<file path="config.mk">
export PLATFORM = sky130hd
export DESIGN_NAME = slc_back
export DESIGN_NICKNAME = d
export VERILOG_FILES = /design/src/rtl/slc_pkg.sv /design/src/rtl/slc_ram.sv /design/src/rtl/slc_back.sv
export SDC_FILE = /design/constraint.sdc
export NUM_CORES = 2
export LEC_CHECK = 0
export BUFFER_PORTS_ARGS = -buffer_cell sky130_fd_sc_hd__buf_2
export CAP_MARGIN = 20
export CORE_MARGIN = 2
export CORE_UTILIZATION = 46
export DETAILED_ROUTE_END_ITERATION = 8
export PLACE_DENSITY = 0.59
export SYNTH_ARGS = -nofsm -noshare
export SYNTH_HDL_FRONTEND = slang
export SYNTH_HIERARCHICAL = 1
export SYNTH_SLANG_ARGS = --single-unit
</file>
<file path="constraint.sdc">
create_clock -name clk_i -period 11.8 [get_ports clk_i]
set_input_delay 0.59 -clock clk_i [delete_from_list [all_inputs] [get_ports clk_i]]
set_output_delay 0.59 -clock clk_i [all_outputs]
set_load 0.005 [all_outputs]
</file>
<file path="src/rtl/slc_pkg.sv">
package slc_pkg;

  // Cache geometry (powers of two: set and tag come from bit fields)
  localparam int unsigned LINE_SIZE  = 64;
  localparam int unsigned SETS       = 32;
  localparam int unsigned WAYS       = 4;

  // Field widths
  localparam int unsigned ADDR_W   = 32;
  localparam int unsigned CNT_W    = 32;
  localparam int unsigned OFF_W    = $clog2(LINE_SIZE);
  localparam int unsigned SET_BITS = $clog2(SETS);
  localparam int unsigned SET_W    = (SETS > 1) ? SET_BITS : 1;
  localparam int unsigned TAG_W    = ADDR_W - OFF_W - SET_BITS;
  localparam int unsigned WAY_W    = (WAYS > 1) ? $clog2(WAYS) : 1;
  localparam int unsigned RANK_W   = WAY_W;

  // Result stream: hit, miss count, padded to bytes
  localparam int unsigned OUT_W    = ((1 + CNT_W + 7) / 8) * 8;
  localparam int unsigned PAD_W    = OUT_W - 1 - CNT_W;

  // Request queue between front and back
  localparam int unsigned Q_DEPTH  = 2;
  localparam int unsigned Q_PTR_W  = (Q_DEPTH > 1) ? $clog2(Q_DEPTH) : 1;
  localparam int unsigned Q_CNT_W  = $clog2(Q_DEPTH + 1);

  // Classified lookup request
  typedef struct packed {
    logic [TAG_W-1:0] tag;
    logic [SET_W-1:0] set_idx;
  } req_t;

  // Front to queue
  typedef struct packed {
    logic valid;
    req_t req;
  } push_t;

  // Queue to back
  typedef struct packed {
    logic valid;
    req_t req;
  } q_out_t;

  // Back status
  typedef struct packed {
    logic cmp;   // tags read, compare and update under way
    logic done;  // request retires this cycle
  } bk_stat_t;

endpackage

</file>
<file path="src/rtl/slc_ram.sv">
module slc_ram #(
  parameter int unsigned WIDTH = 8,
  parameter int unsigned DEPTH = 32,
  localparam int unsigned AW = (DEPTH > 1) ? $clog2(DEPTH) : 1
) (
  input  logic             clk_i,
  input  logic             we_i,
  input  logic [AW-1:0]    waddr_i,
  input  logic [WIDTH-1:0] wdata_i,
  input  logic             re_i,
  input  logic [AW-1:0]    raddr_i,
  output logic [WIDTH-1:0] rdata_o
);

  logic [WIDTH-1:0] mem_q [DEPTH];
  logic [WIDTH-1:0] rdata_q;

  // One write port, one registered read port; read data holds without re
  always_ff @(posedge clk_i) begin
    if (we_i) begin
      mem_q[waddr_i] <= wdata_i;
    end
    if (re_i) begin
      rdata_q <= mem_q[raddr_i];
    end
  end

  assign rdata_o = rdata_q;

endmodule

</file>
<file path="src/rtl/slc_back.sv">
module slc_back (
  input  logic                        clk_i,
  input  logic                        rst_ni,
  input  slc_pkg::q_out_t             pop_i,
  output logic                        pop_ready_o,
  output logic                        m_axis_tvalid,
  input  logic                        m_axis_tready,
  output logic [slc_pkg::OUT_W-1:0]   m_axis_tdata,  // [0] hit, [32:1] miss_count, rest 0
  output slc_pkg::bk_stat_t           stat_o
);
  import slc_pkg::*;

  localparam logic S_IDLE = 1'b0;
  localparam logic S_CMP  = 1'b1;

  logic              state_q, state_d;
  req_t              req_q;
  logic              valid_q [SETS][WAYS];
  logic [RANK_W-1:0] ranks_q [SETS][WAYS];
  logic [CNT_W-1:0]  miss_q, miss_d;
  logic              out_valid_q, out_valid_d;
  logic              out_hit_q;
  logic [CNT_W-1:0]  out_cnt_q;

  logic [TAG_W-1:0]  rd_tag [WAYS];
  logic [WAYS-1:0]   tag_we;
  logic              pop, finish;
  logic              hit, free_found;
  logic [WAY_W-1:0]  hit_way, free_way, lru_way, tgt_way;
  logic [RANK_W-1:0] old_rank;
  logic [RANK_W-1:0] new_ranks [WAYS];

  assign pop_ready_o = (state_q == S_IDLE);
  assign pop         = pop_ready_o && pop_i.valid;
  assign finish      = (state_q == S_CMP) && (!out_valid_q || m_axis_tready);

  // Tag memories, one per way, read on pop, written on a miss at retire
  for (genvar w = 0; w < WAYS; w++) begin : g_way
    assign tag_we[w] = finish && !hit && (tgt_way == WAY_W'(w));
    slc_ram #(
      .WIDTH(TAG_W),
      .DEPTH(SETS)
    ) u_tag_ram (
      .clk_i   (clk_i),
      .we_i    (tag_we[w]),
      .waddr_i (req_q.set_idx),
      .wdata_i (req_q.tag),
      .re_i    (pop),
      .raddr_i (pop_i.req.set_idx),
      .rdata_o (rd_tag[w])
    );
  end

  // Way compare, fill choice and LRU victim
  always_comb begin
    hit        = 1'b0;
    hit_way    = '0;
    free_found = 1'b0;
    free_way   = '0;
    lru_way    = '0;
    for (int w = 0; w < WAYS; w++) begin
      if (!hit && valid_q[req_q.set_idx][w] && (rd_tag[w] == req_q.tag)) begin
        hit     = 1'b1;
        hit_way = WAY_W'(w);
      end
      if (!free_found && !valid_q[req_q.set_idx][w]) begin
        free_found = 1'b1;
        free_way   = WAY_W'(w);
      end
      if (ranks_q[req_q.set_idx][w] == RANK_W'(WAYS - 1)) begin
        lru_way = WAY_W'(w);
      end
    end
    if (hit) begin
      tgt_way = hit_way;
    end else if (free_found) begin
      tgt_way = free_way;
    end else begin
      tgt_way = lru_way;
    end
  end

  // Promote target way to most recently used
  always_comb begin
    old_rank = ranks_q[req_q.set_idx][tgt_way];
    for (int w = 0; w < WAYS; w++) begin
      if (tgt_way == WAY_W'(w)) begin
        new_ranks[w] = '0;
      end else if (ranks_q[req_q.set_idx][w] < old_rank) begin
        new_ranks[w] = ranks_q[req_q.set_idx][w] + 1'b1;
      end else begin
        new_ranks[w] = ranks_q[req_q.set_idx][w];
      end
    end
  end

  // Saturating miss count
  assign miss_d = (!hit && (miss_q != '1)) ? miss_q + 1'b1 : miss_q;

  // Sequencer and output slot
  always_comb begin
    state_d     = state_q;
    out_valid_d = out_valid_q;
    if (m_axis_tready) begin
      out_valid_d = 1'b0;
    end
    unique case (state_q)
      S_IDLE: begin
        if (pop) begin
          state_d = S_CMP;
        end
      end
      S_CMP: begin
        if (finish) begin
          state_d     = S_IDLE;
          out_valid_d = 1'b1;
        end
      end
      default: state_d = S_IDLE;
    endcase
  end

  always_ff @(posedge clk_i or negedge rst_ni) begin
    if (!rst_ni) begin
      state_q     <= S_IDLE;
      out_valid_q <= 1'b0;
      miss_q      <= '0;
      for (int s = 0; s < SETS; s++) begin
        for (int w = 0; w < WAYS; w++) begin
          valid_q[s][w] <= 1'b0;
          ranks_q[s][w] <= RANK_W'(w);
        end
      end
    end else begin
      state_q     <= state_d;
      out_valid_q <= out_valid_d;
      if (finish) begin
        miss_q                          <= miss_d;
        valid_q[req_q.set_idx][tgt_way] <= 1'b1;
        for (int w = 0; w < WAYS; w++) begin
          ranks_q[req_q.set_idx][w] <= new_ranks[w];
        end
      end
    end
  end

  // Payload registers
  always_ff @(posedge clk_i) begin
    if (pop) begin
      req_q <= pop_i.req;
    end
    if (finish) begin
      out_hit_q <= hit;
      out_cnt_q <= miss_d;
    end
  end

  assign m_axis_tvalid = out_valid_q;
  assign m_axis_tdata  = {{PAD_W{1'b0}}, out_cnt_q, out_hit_q};
  assign stat_o.cmp    = (state_q == S_CMP);
  assign stat_o.done   = finish;

endmodule

</file>
==> out/results.ini <==
[sta]
fin_crit_sh_pct=62.8
rsz0062_at_grt=false
setup_tns_ns=0
fin_ws_ns=4.39
tightest_slew_ns=1.26
clock_skew_ns=0.0518
maxSlewViolCount=0
slew_headroom_pct=16.1
hold_violations=0
setup_violations=0
timing.fmax_mhz=135
period_minus_slack_ns=7.41

[synthesis]
synth_top_flop_cell=edfxtp_1
ys_types=85
avgSynthCellArea_um2=16.6
synth_area_um2=130000
synth_edf_count=2831
synthSimpleGateAreaFrac_pct=4.60
muxShareOfSynthArea_pct=12.0
synthCells=7879
synthAdderAreaFrac_pct=0.0767
ys_seq_area_share_pct=73.3
synth-xor-area-share_pct=0.987
async_flop_share_pct=12.9
synth_top_family_by_area=multiplexers
synth-compound-area-share_pct=6.65
synth_warnings=6
ys_ff_latch=3249

[critical_path]
critical_path_class=flip-flop to flip-flop
cp_max_fo=71
startpoint_type=flip-flop
max_stage_delay_ns=1.20
cp_slowest_cell=nor2_2
setup.worst_path.end_class=flip-flop
crit_arrival_ns=7.94
crit_buf_inv=2
worstPathCellList=buf_12, buf_4, mux2i_1, o22ai_1, nor4_1, a211oi_4, nor4_4, nand2_1, nor2_1, nand3b_1, nor2_2
crit_required_ns=12.32
crit_family=simple AND/OR/NAND/NOR gates

[clocking]
cts_tree=built
numCtsBuffers=340
clkSlewWorstSetupHoldPaths_ns=0.06
insertion_delay_ns=0.93
cts_resized=0
cts_max_level=5
cts_buffer_depth=4
clock-sinks=3249
cts-root-buf=clkbuf_16

[route]
drtIter0Drc=8119
dr.pass1.iters=6
wl_mm=346
vias=71837
top_layer_used=met4
route.met3.wl_mm=26.6
ant_nets=0
wl_met2_mm=159
viasPerCell=5.91
wl_per_cell_um=28.5
route.detailed.drc=0
wl_met1_mm=151

[layout]
final_common_cell=edfxtp_1
nets=8168
final_cell_mix=edfxtp_1 (2831), mux2i_1 (1403), nand2_1 (415)
layout-drive-gt1-share_pct=15.2
areaGrowthSynthToFinish_pct=13.2
final_cell_area_um2=148000
utilization_pct=52.3

[run]
cap_violations=0

[floorplan]
chipWidth_um=536
start_util_pct=46.2
die_area_um2=288000
boundaryPins=74
core_area_um2=282000
die_h_um=536
row_count=195

[run_status]
status=complete, no violations

[power_and_ir_drop]
total_power_mw=26.6
leakage_nw=53.2
p_per_area_nw_per_um2=180
vdd.ir_drop.worst_mv=0.140

[global_route]
grt_pass1_wl_mm=494
antenna_found_initial=11
grt.overflow.total=0
track_usage_pct=23.6
grt_max_degree=175
grt_pass1_vias=69744

[placement]
port_buffers=66
post-dp-hpwl_mm=204
place.gp.congestion=0.878
dpl_cell_area_um2=135000
dp_slack_ns=4.47

[hold_path]
hp-class=input port to async pin

==> through the flow <==
step | cells | hold WS (ns)
after floorplan | 7885 | 0.294
after global placement | 11387 | 0.432
after detailed placement | 11426 | 0.438
after CTS | 12068 | 0.248
after global routing | 12152 | 0.322
final | 12157 | 0.269
==> synthesized netlist by cell type (4+ instances only) <==
master | count | area (µm²)
or4b_1 | 4 | 40.0
nand4bb_1 | 4 | 45.0
nand4_1 | 100 | 626
nand2_1 | 415 | 1560
buf_4 | 57 | 428
o31ai_1 | 32 | 240
dfrtp_1 | 290 | 7260
o21ai_1 | 83 | 415
o22ai_1 | 46 | 288
edfxtp_1 | 2831 | 85000
dfstp_2 | 128 | 3360
or2_2 | 13 | 81.3
nand3_1 | 197 | 986
buf_12 | 4 | 80.1
nand3b_1 | 20 | 150
a22o_1 | 168 | 1470
a21o_1 | 128 | 961
nand2b_1 | 12 | 75.1
nor2b_1 | 18 | 113
nor3_1 | 99 | 495
or3b_2 | 12 | 105
mux2i_1 | 1404 | 14100
xor2_1 | 100 | 876
mux4_2 | 60 | 1350
buf_6 | 104 | 1170
nor2_1 | 302 | 1130
mux2_2 | 16 | 180
nor4_1 | 25 | 156
o21ai_0 | 46 | 230
buf_1 | 29 | 109
inv_1 | 14 | 52.6
buf_2 | 79 | 395
a31oi_1 | 85 | 532
and3_1 | 8 | 50.1
or3_1 | 7 | 43.8
and2_1 | 12 | 75.1
clkbuf_1 | 156 | 586
a21oi_2 | 30 | 263
clkbuf_4 | 8 | 60.1
a21oi_1 | 235 | 1180
o21ai_2 | 10 | 87.6
buf_8 | 14 | 210
ha_1 | 8 | 100
a22oi_1 | 363 | 2730
xnor2_1 | 47 | 412
==> kinds of logic (layout without fill, tap and decap cells) <==
logic type / count (synthesis) / count (layout)
AO/OA/AOI/OAI: 1252 / 1252
multiplexers: 1484 / 1484
flip-flops: 3249 / 3249
other: 1 / 14
adder cells (fa/ha/maj): 8 / 8
buffers and inverters: 466 / 988
AND/OR/NAND/NOR: 1272 / 1272
XOR/XNOR: 147 / 147
==> registers in the layout, summed over array words and instances, names as in the netlist <==
name,count
miss_q,32
out_cnt_q,32
m_axis_tvalid,1
state_q,1
g_way.u_tag_ram/rdata_o,84
g_way.u_tag_ram/mem_q,2688
valid_q,128
req_q,26
out_hit_q,1
ranks_q,256
==> report_power, final <==
group | leakage [nW] | switching (mW) | total (mW) | internal (mW)
Clock | 5.39 | 4.46 | 10.6 | 6.18
Sequential | 30.8 | 0.240 | 13.4 | 13.1
Combinational | 17.0 | 1.79 | 2.61 | 0.820
==> layer usage <==
layer	track usage, %	vias up
met3	3.59	500
li1	-	31373
met2	36.3	2903
met1	34.9	37061
met4	6.65	0
met5	0	-
==> worst register-to-register path, stage by stage, from the launching register on <==
cell and delay (ns):
edfxtp_1 0.38, buf_12 0.38, buf_4 0.78, mux2i_1 0.42, o22ai_1 0.13, nor4_1 0.94
a211oi_4 0.23, nor4_4 0.72, nand2_1 0.22, nor2_1 0.66, nand3b_1 0.96, nor2_2 1.21
==> final timing paths <==
| path | slack (ns) | from | end | cells after the start |
|---|---|---|---|---|
| setup reg to reg | 4.39 | req_q[1] | g_way[3].u_tag_ram/mem_q[18][6] | 11 |
| setup / recovery | 4.39 | req_q[1] | g_way[3].u_tag_ram/mem_q[18][6] | 11 |
| min in group clk_i | 0.37 | pop_i[2] | req_q[2] | 2 |
| hold reg to reg | 0.45 | valid_q[64] | valid_q[64] | 1 |
| hold / removal | 0.27 | rst_ni | miss_q[28] | 2 |
| max in group asynchronous | 9.02 | rst_ni | ranks_q[234] | 4 |
==> final cells by class <==
type / count / area (µm²)
fill: 22837 / 134000
inverter: 15 / 56.3
sequential: 3249 / 95600
timing repair buffer: 354 / 3950
multi-input combinational: 4170 / 32200
tap: 3743 / 4680
antenna: 7 / 17.5
clock inverter: 205 / 2040
clock buffer: 414 / 9020
==> what timing repair did <==
| item | CTS | global route |
|---|---|---|
| hold endpoints to repair | 104 | 0 |
| hold buffers | 23 | 0 |
| buffers inserted | 0 | 0 |
Note: power is estimated with default switching activity, not from simulation.
